`src/ean8_pkg.sv`:
```
// Shared types, constants and code tables for the EAN-8 pixel generator.
package ean8_pkg;

  localparam int unsigned AddrW = 3;
  localparam int unsigned DataW = 32;

  localparam logic RegQuietWidth  = 1'b0;
  localparam logic RegModuleWidth = 1'b1;

  localparam logic [7:0] QuietReset  = 8'd0;
  localparam logic [4:0] ModuleReset = 5'd1;
  localparam logic [4:0] ModuleMax   = 5'd16;
  localparam logic [6:0] SymModules  = 7'd67;

  typedef struct packed {
    logic [3:0]  digit_0;
    logic [3:0]  digit_1;
    logic [3:0]  digit_2;
    logic [3:0]  digit_3;
    logic [3:0]  digit_4;
    logic [3:0]  digit_5;
    logic [3:0]  digit_6;
    logic [3:0]  digit_7;
    logic [10:0] column;
  } in_item_t;

  typedef struct packed {
    logic pixel;
    logic check_ok;
    logic in_symbol;
    logic out_of_range;
  } out_item_t;

  typedef struct packed {
    logic [7:0] quiet_width;
    logic [4:0] module_width;
  } cfg_t;

  // L-code pattern, leftmost module in bit 6
  function automatic logic [6:0] lcode(input logic [3:0] d);
    logic [6:0] r;
    case (d)
      4'd0:    r = 7'b0001101;
      4'd1:    r = 7'b0011001;
      4'd2:    r = 7'b0010011;
      4'd3:    r = 7'b0111101;
      4'd4:    r = 7'b0100011;
      4'd5:    r = 7'b0110001;
      4'd6:    r = 7'b0101111;
      4'd7:    r = 7'b0111011;
      4'd8:    r = 7'b0110111;
      4'd9:    r = 7'b0001011;
      default: r = 7'b0000000;
    endcase
    return r;
  endfunction

  // ceil(2^16 / w) for w in 1..16
  function automatic logic [16:0] recip16(input logic [4:0] w);
    logic [16:0] r;
    case (w)
      5'd1:    r = 17'd65536;
      5'd2:    r = 17'd32768;
      5'd3:    r = 17'd21846;
      5'd4:    r = 17'd16384;
      5'd5:    r = 17'd13108;
      5'd6:    r = 17'd10923;
      5'd7:    r = 17'd9363;
      5'd8:    r = 17'd8192;
      5'd9:    r = 17'd7282;
      5'd10:   r = 17'd6554;
      5'd11:   r = 17'd5958;
      5'd12:   r = 17'd5462;
      5'd13:   r = 17'd5042;
      5'd14:   r = 17'd4682;
      5'd15:   r = 17'd4370;
      5'd16:   r = 17'd4096;
      default: r = 17'd65536;
    endcase
    return r;
  endfunction

endpackage

```
`src/ean8_barcode_pixel_generator_top.sv`:
```
// Top level of the EAN-8 barcode pixel generator: three-stage pixel pipeline.
//
// One beat in, one beat out: each accepted identifier/column beat yields one pixel beat,
// and a new beat is accepted every cycle while the pipeline has room. Stage 1
// decodes the column against the quiet zone and symbol bounds and sums the weighted
// digits, stage 2 turns the symbol offset into a module number with a reciprocal
// multiply by the module width, and stage 3 looks up the module's bar and finishes the
// check digit. Each stage holds its beat under output backpressure, and empty stages
// fill up, so input stalls only when all three are full. Configure quiet_width
// (offset 0x0) and module_width (offset 0x4) only while no beats are in flight.
module ean8_barcode_pixel_generator_top import ean8_pkg::*; (
  input  logic             clk_i,
  input  logic             rst_ni,
  input  logic             psel,
  input  logic             penable,
  input  logic             pwrite,
  input  logic [AddrW-1:0] paddr,
  input  logic [DataW-1:0] pwdata,
  output logic [DataW-1:0] prdata,
  output logic             pready,
  input  logic             in_valid_i,
  output logic             in_ready_o,
  input  in_item_t         in_data_i,
  output logic             out_valid_o,
  input  logic             out_ready_i,
  output out_item_t        out_data_o
);

  cfg_t cfg;

  ean8_cfg u_cfg (
    .clk_i   (clk_i),
    .rst_ni  (rst_ni),
    .psel    (psel),
    .penable (penable),
    .pwrite  (pwrite),
    .paddr   (paddr),
    .pwdata  (pwdata),
    .prdata  (prdata),
    .pready  (pready),
    .cfg_o   (cfg)
  );

  // ---------------- stage 1 ----------------
  logic [4:0]  mw_eff;
  logic [10:0] sym_w;
  logic [10:0] sym_end;
  logic [11:0] total;
  logic        oor_d, insym_d, ok_d;
  logic [7:0]  sum_d;

  logic        v1_q, v2_q, v3_q;
  logic        en1, en2, en3;

  logic [31:0] dig1_q, dig2_q;
  logic        ok1_q, ok2_q;
  logic [7:0]  sum1_q, sum2_q;
  logic [10:0] off1_q;
  logic [4:0]  mw1_q;
  logic        insym1_q, insym2_q, oor1_q, oor2_q;
  logic [27:0] prod_mod;
  logic [15:0] prod_ten;
  logic [4:0]  q10_q;
  logic [6:0]  mod_q;
  out_item_t   out_q, out_d;

  always_comb begin
    if (cfg.module_width == 5'd0) begin
      mw_eff = 5'd1;
    end else if (cfg.module_width > ModuleMax) begin
      mw_eff = ModuleMax;
    end else begin
      mw_eff = cfg.module_width;
    end
    sym_w   = 11'(mw_eff) * 11'(SymModules);
    sym_end = 11'(cfg.quiet_width) + sym_w;
    total   = 12'(sym_end) + 12'(cfg.quiet_width);
    oor_d   = 12'(in_data_i.column) >= total;
    insym_d = !oor_d && (in_data_i.column >= 11'(cfg.quiet_width))
              && (in_data_i.column < sym_end);
    ok_d    = (in_data_i.digit_0 <= 4'd9) && (in_data_i.digit_1 <= 4'd9)
           && (in_data_i.digit_2 <= 4'd9) && (in_data_i.digit_3 <= 4'd9)
           && (in_data_i.digit_4 <= 4'd9) && (in_data_i.digit_5 <= 4'd9)
           && (in_data_i.digit_6 <= 4'd9) && (in_data_i.digit_7 <= 4'd9);
    sum_d   = 8'(in_data_i.digit_0) * 8'd3 + 8'(in_data_i.digit_1)
            + 8'(in_data_i.digit_2) * 8'd3 + 8'(in_data_i.digit_3)
            + 8'(in_data_i.digit_4) * 8'd3 + 8'(in_data_i.digit_5)
            + 8'(in_data_i.digit_6) * 8'd3;
  end

  assign en3        = !v3_q || out_ready_i;
  assign en2        = !v2_q || en3;
  assign en1        = !v1_q || en2;
  assign in_ready_o = en1;

  always_ff @(posedge clk_i or negedge rst_ni) begin
    if (!rst_ni) begin
      v1_q <= 1'b0;
      v2_q <= 1'b0;
      v3_q <= 1'b0;
    end else begin
      if (en1) v1_q <= in_valid_i;
      if (en2) v2_q <= v1_q;
      if (en3) v3_q <= v2_q;
    end
  end

  always_ff @(posedge clk_i) begin
    if (en1) begin
      dig1_q   <= {in_data_i.digit_0, in_data_i.digit_1, in_data_i.digit_2,
                   in_data_i.digit_3, in_data_i.digit_4, in_data_i.digit_5,
                   in_data_i.digit_6, in_data_i.digit_7};
      ok1_q    <= ok_d;
      sum1_q   <= sum_d;
      off1_q   <= in_data_i.column - 11'(cfg.quiet_width);
      mw1_q    <= mw_eff;
      insym1_q <= insym_d;
      oor1_q   <= oor_d;
    end
  end

  // ---------------- stage 2 ----------------
  assign prod_mod = 28'(off1_q) * 28'(recip16(mw1_q));
  assign prod_ten = 16'(sum1_q) * 16'd205;

  always_ff @(posedge clk_i) begin
    if (en2) begin
      dig2_q   <= dig1_q;
      ok2_q    <= ok1_q;
      sum2_q   <= sum1_q;
      q10_q    <= prod_ten[15:11];
      mod_q    <= prod_mod[22:16];
      insym2_q <= insym1_q;
      oor2_q   <= oor1_q;
    end
  end

  // ---------------- stage 3 ----------------
  logic [3:0] dig [8];
  logic [7:0] rem8;
  logic [3:0] expect_d;
  logic [4:0] k;
  logic [1:0] grp;
  logic [2:0] pos;
  logic [6:0] bits;
  logic       mbit;

  always_comb begin
    for (int i = 0; i < 8; i++) begin
      dig[i] = dig2_q[31-4*i -: 4];
    end
    rem8     = sum2_q - 8'(q10_q) * 8'd10;
    expect_d = (rem8[3:0] == 4'd0) ? 4'd0 : 4'd10 - rem8[3:0];

    if (mod_q < 7'd31) begin
      k = 5'(mod_q - 7'd3);
    end else begin
      k = 5'(mod_q - 7'd36);
    end
    if (k >= 5'd21) begin
      grp = 2'd3;
    end else if (k >= 5'd14) begin
      grp = 2'd2;
    end else if (k >= 5'd7) begin
      grp = 2'd1;
    end else begin
      grp = 2'd0;
    end
    pos  = 3'(k - 5'(grp) * 5'd7);
    bits = lcode((mod_q < 7'd31) ? dig[{1'b0, grp}] : dig[{1'b1, grp}]);

    if (mod_q < 7'd3) begin
      mbit = (mod_q != 7'd1);
    end else if (mod_q < 7'd31) begin
      mbit = bits[3'd6 - pos];
    end else if (mod_q < 7'd36) begin
      mbit = ~mod_q[0];
    end else if (mod_q < 7'd64) begin
      mbit = ~bits[3'd6 - pos];
    end else begin
      mbit = (mod_q != 7'd65);
    end

    out_d.pixel        = insym2_q && ok2_q && mbit;
    out_d.check_ok     = ok2_q && (expect_d == dig[7]);
    out_d.in_symbol    = insym2_q;
    out_d.out_of_range = oor2_q;
  end

  always_ff @(posedge clk_i) begin
    if (en3) begin
      out_q <= out_d;
    end
  end

  assign out_valid_o = v3_q;
  assign out_data_o  = out_q;

  a_excl: assert property (@(posedge clk_i) disable iff (!rst_ni)
    out_valid_o |-> !(out_data_o.in_symbol && out_data_o.out_of_range))
    else $error("in_symbol and out_of_range both set");

  a_pix: assert property (@(posedge clk_i) disable iff (!rst_ni)
    out_valid_o && out_data_o.pixel |-> out_data_o.in_symbol)
    else $error("dark pixel outside symbol");

  a_stall: assert property (@(posedge clk_i) disable iff (!rst_ni)
    !in_ready_o |-> (v1_q && v2_q && out_valid_o && !out_ready_i))
    else $error("input stalled with room in pipeline");

  a_load: assert property (@(posedge clk_i) disable iff (!rst_ni)
    in_valid_i && in_ready_o |=> v1_q)
    else $error("accepted beat not captured");

endmodule

```
`src/ean8_cfg.sv`:
```
// APB register file: quiet zone width and module width.
module ean8_cfg import ean8_pkg::*; (
  input  logic             clk_i,
  input  logic             rst_ni,
  input  logic             psel,
  input  logic             penable,
  input  logic             pwrite,
  input  logic [AddrW-1:0] paddr,
  input  logic [DataW-1:0] pwdata,
  output logic [DataW-1:0] prdata,
  output logic             pready,
  output cfg_t             cfg_o
);

  logic [7:0] quiet_q;
  logic [4:0] module_q;
  logic       wr_en;

  assign pready = 1'b1;
  assign wr_en  = psel && penable && pwrite;

  always_ff @(posedge clk_i or negedge rst_ni) begin
    if (!rst_ni) begin
      quiet_q  <= QuietReset;
      module_q <= ModuleReset;
    end else if (wr_en) begin
      case (paddr[2])
        RegQuietWidth:  quiet_q  <= pwdata[7:0];
        RegModuleWidth: module_q <= pwdata[4:0];
        default: ;
      endcase
    end
  end

  always_comb begin
    case (paddr[2])
      RegQuietWidth:  prdata = {24'd0, quiet_q};
      RegModuleWidth: prdata = {27'd0, module_q};
      default:        prdata = '0;
    endcase
  end

  assign cfg_o.quiet_width  = quiet_q;
  assign cfg_o.module_width = module_q;

endmodule
```
`config.mk`:
```
export PLATFORM = sky130hd
export DESIGN_NAME = ean8_barcode_pixel_generator_top
export DESIGN_NICKNAME = d
export VERILOG_FILES = /design/src/ean8_pkg.sv /design/src/ean8_barcode_pixel_generator_top.sv /design/src/ean8_cfg.sv
export SDC_FILE = /design/constraint.sdc
export NUM_CORES = 1
export LEC_CHECK = 0
export ABC_AREA = 0
export BUFFER_PORTS_ARGS = -buffer_cell sky130_fd_sc_hd__buf_2
export CAP_MARGIN = 5
export CORE_AREA = 10 10 360 188
export CTS_CLUSTER_SIZE = 40
export DETAILED_ROUTE_END_ITERATION = 10
export DIE_AREA = 0 0 370 198
export SYNTH_ARGS = -nofsm -noshare
export SYNTH_HDL_FRONTEND = slang
export SYNTH_SLANG_ARGS = --single-unit
```
`constraint.sdc`:
```
create_clock -name clk_i -period 9.7 [get_ports clk_i]
set_input_delay 0.485 -clock clk_i [delete_from_list [all_inputs] [get_ports clk_i]]
set_output_delay 0.485 -clock clk_i [all_outputs]
set_load 0.02 [all_outputs]
```
# Yosys cells after proc, flatten, opt, wreduce, memory -nomap -nowiden
# Memories as Yosys holds them, arrays and structs flattened. A register that Yosys moved wholly into a read port is not among the register bits.
# Cells that the tools add are included.
dict set report word_totals {
  rom_bits 640
  wordCells 126
  out_inout_bits 39
  reg_bits 130
  in_bits 85
  mem_count 2
}
dict set report classes {
  bitwise_logic 5
  reduce_logical 25
  n_eq_ne 3
  mux 22
  magnitude_cmp 22
  add_sub_neg 15
  multipliers 9
}
# memory words width read_ports rd_clocked_by_memory_dff wr line_no
set memory_table {}
lappend memory_table {{(no name shown)} 32 17 1 1 0 ean8_pkg.sv:61} ;# case (w)
lappend memory_table {{(no name shown)} 16 6 1 0 0 ean8_pkg.sv:42} ;# case (d)
# cell count
set op_table {}
lappend op_table {{case mux 32 bit (2 select lines)} 1}
lappend op_table {{less-or-equal comparator 4 bit, second input constant} 8}
lappend op_table {{binary-select mux 4 bit (select 3 bit)} 2}
lappend op_table {{multiplier 4 x 2 -> 6 bit, second input constant} 4}
lappend op_table {{two-way mux 4 bit} 6}
lappend op_table {{multiplier 11 x 17 -> 23 bit} 1}
lappend op_table {{two-way mux 5 bit} 4}
lappend op_table {{adder 8 x 4 -> 8 bit} 2}
lappend op_table {{adder 8 x 6 -> 8 bit} 2}
lappend op_table {{multiplier 8 x 8 -> 16 bit, second input constant} 1}
lappend op_table {{logical AND 1 bit} 14}
lappend op_table {{adder 11 x 8 -> 12 bit} 1}
lappend op_table {{>= comparator 11 x 12 -> 1 bit} 1}
lappend op_table {{adder 8 x 11 -> 11 bit} 1}
lappend op_table {{>= comparator 11 x 8 -> 1 bit} 1}
lappend op_table {{< comparator 11 bit} 1}
lappend op_table {{multiplier 5 x 7 -> 11 bit, second input constant} 1}
lappend op_table {{subtractor 11 x 8 -> 11 bit} 1}
lappend op_table {{adder 7 x 6 -> 8 bit} 1}
lappend op_table {{>= comparator 4 bit, second input constant} 2}
lappend op_table {{adder 6 x 4 -> 7 bit} 1}
lappend op_table {{< comparator 7 x 2 -> 1 bit, second input constant} 1}
lappend op_table {{< comparator 7 x 5 -> 1 bit, second input constant} 1}
lappend op_table {{< comparator 7 x 6 -> 1 bit, second input constant} 1}
lappend op_table {{28 further kinds} 42}

# Depth between registers and ports, before layout
# Gate-level depths: netlist (run 1).
# An unclocked memory read counts as a cell.
dict set report depth {
  ltp_word 20
  ltp_mapped 22
  mapped_depth_nobuf 22
}

# By module
# A second synthesis (run 1) with hierarchy kept.
dict set report unflattened {
  hier_cells 1463
  hier_area_um2 15239.6
}
# module area_each_um2 instances cells_each seq_area_each_um2
set by_module_without_submodules {}
lappend by_module_without_submodules {ean8_barcode_pixel_generator_top 14448.9 1 1399 3778.6}
lappend by_module_without_submodules {ean8_cfg 790.8 1 64 326.6}

# Worst setup path after synthesis (run 1)
# OpenSTA, ideal clock, no wires.
dict set report synth_path {
  kind {register to register}
  start {register off1_q[3]}
  end {register mod_q[6], data pin}
  t_arrival_ns 5.018
  period_less_slack_ns 5.278
  stages_incl_launch_ff 19
  n_path_buf 2
  setup_time_ns 0.260
  setup_slack_ns 4.422
  required_ns 9.440
  cell_sequence {edfxtp_1 -> clkbuf_1 -> clkbuf_1 -> nand2_1 -> fa_1 -> fa_1 -> inv_1 -> fa_1 -> fa_1 -> fa_1 -> ha_1 -> a21o_1 -> a21oi_1 -> o21ai_0 -> a31oi_1 -> o21ai_0 -> a211o_1 -> a21oi_1 -> xnor2_1}
}
dict set report synth_via {
  elab_chain_len 1
}
# item line_no
set synth_rtl {}
lappend synth_rtl {{start, declared} ean8_barcode_pixel_generator_top.sv:58} ;# logic [10:0] off1_q;
lappend synth_rtl {{start signal, assigned} ean8_barcode_pixel_generator_top.sv:115} ;# off1_q <= in_data_i.column - 11'(cfg.quiet_width);
lappend synth_rtl {{multiplier 11 x 17 -> 23 bit} ean8_barcode_pixel_generator_top.sv:123} ;# assign prod_mod = 28'(off1_q) * 28'(recip16(mw1_q));
lappend synth_rtl {{via prod_mod[22]} ean8_barcode_pixel_generator_top.sv:61} ;# logic [27:0] prod_mod;
lappend synth_rtl {{end signal, assigned} ean8_barcode_pixel_generator_top.sv:132} ;# mod_q <= prod_mod[22:16];
lappend synth_rtl {{end, declared} ean8_barcode_pixel_generator_top.sv:64} ;# logic [6:0] mod_q;
# The timed path passes the listed nets, and every way through them passes these cells.
# A chain may end at the register's enable or synchronous reset.

# Final worst setup path (run 1)
dict set report layout_path {
  start {register off1_q[4]}
  end {register mod_q[6], data pin}
}
# The elaborated chain is that of the path after synthesis.

==> results.md, run 1 <==
- Synth Area in Adders: 37.8%
- Post-synth top area share: 23.2%
- Via-to-Cell Ratio: 4.33
- Setup crit end kind: flop
- Root buf cell: clkbuf_16
- Top-count cell post-synth: inv_1
- Final Setup Violations: 0
- Tmin final: 6.14 ns
- # fillers: 6534
- Core Area: 61800 sq um
- Area leader, netlist: fa_1
- Yosys reg bits: 145
- Status: complete, no violations
- Post-synth top cells: inv_1 (262), ha_1 (177), fa_1 (176)
- WP data arrival: 6.33 ns
- Final hold vios: 0
- Final Max Tran Viols: 0
- Yosys cell types: 77
- Clock transition at path regs: 0.07 ns
- Worst slew pin tran: 0.895 ns
- GRT overflow: 0
- Max transition margin: 39.8%
- # DRC: 0
- Simple-gate portion of the synthesized area: 12.0%
- # rows: 65
- Top Ports: 124
- Crit Path Max Fanout: 17
- Clock tree buffer depth: 2
- Post-synth EDFFs: 112
- Die Y: 198 um
- ANT nets after route: 0
- Gr usage total: 10.1%
- Global-route wire length before repair: 59500 um
- Largest family of logic cells by synthesized area: adder cells
- Routed WL per cell: 15.3 um
- # port buffers: 72
- Syn Inst Count: 1488
- Post-synthesis compound-gate area fraction: 8.59%
- Total CTS buffers: 17
- Initial core utilization: 24.6%
- Post-Route WL: 36400 um
- Unrepaired setup endpoints after global routing: no
- Largest net degree at the start of global routing: 56
- Tcrit/Tclk final: 63.3%
- Max_cap viols: 0
- Worst setup SP type: flop
- CTS H-tree depth: 4
- Skew-Pair Late Insertion Delay: 0.45 ns
- Number of global-route vias before repair: 10800
- Syn-to-layout area delta: 11.5%
- Initial antenna violation count: 1
- Layout cells sized above 1: 9.12%
- Crit Path Class: flop to flop
- Final GP Congestion: 0.858
- Synth Flop Type: edfxtp_1
- Width of the die: 370 um
- Mean area per synthesized cell: 10.2 sq um
- Clk sinks: 145
- Post-route setup TNS: 0 ns
- Synth warnings: 0
- Sequential fraction of the synthesis area: 27.0%
- Final HPWL DP: 29900 um
- Final core utilization: 27.4%
- Post-CTS sizing: 0
- 1st-iter DRT viols: 690
- Top cells by area, synth: fa_1 (23%), edfxtp_1 (22%), ha_1 (15%), inv_1 (6.5%), nand2_1 (4.0%)
- Mux share of post-synthesis cell area: 1.92%
- Required @ worst endpoint: 9.89 ns
- CTS tree: done
- Fmax achieved: 163 MHz
- Mapped cell area: 15200 sq um
- Ys async rst share: 11.0%
- Routed via count: 10300
- DRT Pass-1 Iters: 7
- Final net count: 1971
- Worst clock skew: 0.00905 ns
- Class of the tightest hold or removal check: primary input to flop
- Die ar.: 73300 sq um
- XOR/XNOR Fraction of Synth Area: 3.46%
## layer usage
layer | up-vias | wire (um) | GRT usage [%]
li1 | 4903 | - | -
met1 | 5128 | 18900 | 15.3
met2 | 264 | 14900 | 14.3
met3 | 30 | 2280 | 2.43
met4 | 0 | 359 | 2.12
met5 | - | 0 | 0
## critical path: stages (launching register included)
cell and delay (ns):
edfxtp_1 0.85, nand2_1 0.17, fa_1 0.52, fa_1 0.51, inv_1 0.05, fa_1 0.46, fa_1 0.53, fa_1 0.49
ha_1 0.33, a21o_1 0.16, a21oi_1 0.18, o21ai_0 0.12, a31oi_1 0.48, o21ai_0 0.39, a211o_1 0.37, a21oi_1 0.18
xnor2_1 0.08
## cell families (layout without fill, tap and decap cells)
family,count (synthesis),count (layout)
compound gates,190,190
other cells,2,26
mux,27,27
xor+xnor,60,60
simple gates,373,373
flops,145,145
fa+ha+maj,354,354
buf+inv,337,372
## area by class of cell
| type | instances | area, sq um | share of cell area (%) |
|---|---|---|---|
| Clock inverter | 15 | 189 | 1.11 |
| Inverter | 264 | 991 | 5.85 |
| Antenna cell | 1 | 2.50 | 0.0148 |
| Clock buffer | 17 | 425 | 2.51 |
| Timing Repair Buffer | 76 | 393 | 2.32 |
| Multi-Input combinational cell | 1029 | 9790 | 57.8 |
| Tap cell | 837 | 1050 | 6.18 |
| Sequential cell | 145 | 4110 | 24.2 |
## repair_timing
action / in CTS / in global routing
hold endpoints to repair: 15 / 0
setup buffers: 0 / 0
hold buffers: 1 / 0
## layout by cell type, fill, tap and decap left out, types with 5 or more instances in the layout
cell and instances:
a21oi_1 46, or3_1 6, clkbuf_16 17, ha_1 177, nor2b_1 12, edfxtp_1 112, mux2i_1 10, dfxtp_1 17
a21boi_0 5, a21o_1 26, nor3_1 15, mux2_2 15, xnor2_1 45, dfrtp_1 15, and3_1 8, xor2_1 15
and2_1 73, o211ai_1 6, o21ai_0 36, o21bai_1 7, a31oi_1 7, inv_1 262, nor2_1 41, conb_1 25
nand3_1 13, inv_6 5, a211oi_1 8, nand2_1 161, nand2b_1 12, buf_2 72, nand4_1 6, fa_1 176
## worst paths after layout
kind                               start           endpoint  slack (ns)  cells past startpoint
min                        in_data_i[13]          dig1_q[2]        0.23                      1
max in group asynchronous         rst_ni  u_cfg.module_q[0]        8.84                      2
max                            off1_q[4]           mod_q[6]        3.56                     16
min reg2reg                   dig1_q[31]            dig[31]        0.41                      0
max reg2reg                    off1_q[4]           mod_q[6]        3.56                     16
min in group asynchronous         rst_ni   u_cfg.quiet_q[7]        0.52                      2
## per-stage QoR
step | hold slack [ns] | instance area [sq um] | worst slack (ns) | std cells
6_report | 0.225 | 16900 | 3.56 | 2384
5_1_grt | 0.200 | 16900 | 3.22 | 2384
4_1_cts | 0.201 | 16900 | 3.50 | 2383
3_5_place_dp | 0.405 | 16300 | 3.52 | 2350
3_3_place_gp | 0.403 | 16300 | 3.57 | 2350
2_1_floorplan | 0.189 | 15300 | 4.42 | 1511
Power of run 1 is left out: the tool's default activity adds up to more than one toggle a clock period on the data nets, which glitch-free logic cannot reach.
==> run 2: changes to the inputs <==
==> constraint.sdc (replaced) <==
create_clock -name clk_i -period 5.1 [get_ports clk_i]
set_input_delay 0.255 -clock clk_i [delete_from_list [all_inputs] [get_ports clk_i]]
set_output_delay 0.255 -clock clk_i [all_outputs]
set_load 0.02 [all_outputs]
==> run 2 against run 1 <==
The run now ends with setup timing left; highest routed layer unchanged; final cell count is 2.9% higher; global-route usage is 0.21 points higher; flip-flop and latch count stayed put; worst hold slack worse by 0.19 ns; non-clock buffer count is 70 higher; via count is 3.0% higher; routed wire length is 1.9% higher; first-iteration DRC count is 24% higher.
==> results.md, run 2 (synthesis gave the netlist of run 1 again) <==
- Status: finished, violations left
- Violated checks: setup timing
- GRT overflow: 0
- Clk sinks: 145
- Via-to-Cell Ratio: 4.33
- Width of the die: 370 um
- Number of global-route vias before repair: 11100
- # port buffers: 72
- Worst setup SP type: flop
- CTS tree: done
- Final WS setup: -0.00491 ns
- Largest net degree at the start of global routing: 67
- Final hold vios: 0
- Final GP Congestion: 0.869
- Fmax achieved: 196 MHz
- Final Max Tran Viols: 0
- Tcrit/Tclk final: 100%
- Class of the tightest hold or removal check: primary input to flop
- Worst clock skew: 0.0142 ns
- Hold Crit Depth: 2
- Fin area: 17700 sq um
- Crit path top cell by count: fa_1
- ANT nets after route: 0
- Root buf cell: clkbuf_16
- WP data arrival: 5.28 ns
- Total CTS buffers: 17
- Most frequent cells in the layout: inv_1 (262), fa_1 (172), ha_1 (172)
- Tmin final: 5.10 ns
- Max stage delay on crit path: 0.58 ns
- # rows: 65
- Required @ worst endpoint: 5.27 ns
- Final Setup Violations: 1
- # DRC: 0
- Crit Path Class: flop to flop
- Routed via count: 10600
- CP bufs+invs: 0
- Worst path depth: 15
- Clock tree buffer depth: 2
- Gr usage total: 10.3%
- Die ar.: 73300 sq um
- Routed WL per cell: 15.1 um
- Final HPWL DP: 31200 um
- Die Y: 198 um
- Layout cells sized above 1: 14.8%
- CP Cell Sequence: and2_4, fa_1, fa_1, fa_1, fa_1, fa_1, ha_4, a21o_1, a21oi_2, o21ai_2, a31oi_4, o21ai_2, a211o_1, a21oi_2, xnor2_1
- CTS H-tree depth: 4
- # fillers: 6455
- Syn-to-layout area delta: 16.1%
- Worst slew pin tran: 0.958 ns
- Crit Path Max Fanout: 7
- Global-route wire length before repair: 61000 um
- Top Ports: 124
- Max_cap viols: 0
- Core Area: 61800 sq um
- Post-Route WL: 37200 um
- Crit path max-delay cell type: fa_1
- 1st-iter DRT viols: 855
- Initial antenna violation count: 2
- DRT Pass-1 Iters: 5
- Final net count: 2041
- Skew-Pair Late Insertion Delay: 0.44 ns
- R2R cell count: 15
- Clock transition at path regs: 0.07 ns
- Commonest non-fill, non-tap cell in the layout: inv_1
- Placed inst area: 16700 sq um
- Initial core utilization: 24.6%
- Setup crit end kind: flop
- Unrepaired setup endpoints after global routing: yes
- Top delay family on crit path: adder cells
- Max transition margin: 35.6%
==> run 2: cell types whose count changed in the layout (fill, tap and decap cells not counted), sizes merged <==
cell / delta
buf: +66
inv: +1
dlygate4sd3: +4
bufinv: -1
==> run 2: layer usage <==
layer	part of all wire (%)	GRT usage, %	up-vias	routed length [um]
li1	-	-	5038	-
met1	52	16.0	5286	19200
met2	41	14.5	286	15200
met3	6.7	2.13	20	2490
met4	0.71	1.94	0	263
met5	0	0	-	0
==> run 2: final cells by class <==
type / instances / area (sq um) / share of cell area [%]
Antenna cell: 1 / 2.50 / 0.0142
Clock buffer: 17 / 425 / 2.41
Clock inverter: 15 / 183 / 1.03
Inverter: 264 / 991 / 5.61
Multi-Input combinational cell: 1029 / 9940 / 56.3
Sequential cell: 145 / 4110 / 23.3
Tap cell: 837 / 1050 / 5.93
Timing Repair Buffer: 146 / 956 / 5.41
==> run 2: worst paths after layout <==
check	slack, ns	startpoint	end
hold / removal	0.03	in_valid_i	v1_q
max in group asynchronous	4.46	rst_ni	u_cfg.module_q[0]
setup reg to reg	-0.005	off1_q[5]	mod_q[6]
hold reg to reg	0.42	dig1_q[31]	dig[31]
min in group asynchronous	0.30	rst_ni	v2_q
setup / recovery	-0.005	off1_q[5]	mod_q[6]
==> run 2: repair_timing <==
item,in CTS,in global routing
buffers inserted,9,6
pin swaps,15,22
gates resized for setup,27,17
endpoints found under the hold margin,19,0
setup endpoints to repair,6,7
hold buffers,5,0
==> run 2: per-stage QoR <==
step	worst slack [ns]	utilization (%)	TNS (ns)	instances	hold slack, ns
2_1_floorplan	0.00556	-	0	1511	-0.0406
6_report	-0.00491	28.6	-0.00491	2454	0.0310
4_1_cts	0.00283	28.4	0	2447	0.0124
3_5_place_dp	-0.380	27.0	-1.39	2402	0.221
5_1_grt	-0.170	28.6	-0.505	2454	0.0216
3_3_place_gp	-0.368	27.0	-1.45	2402	0.219
Power of run 2 is left out for the same reason.
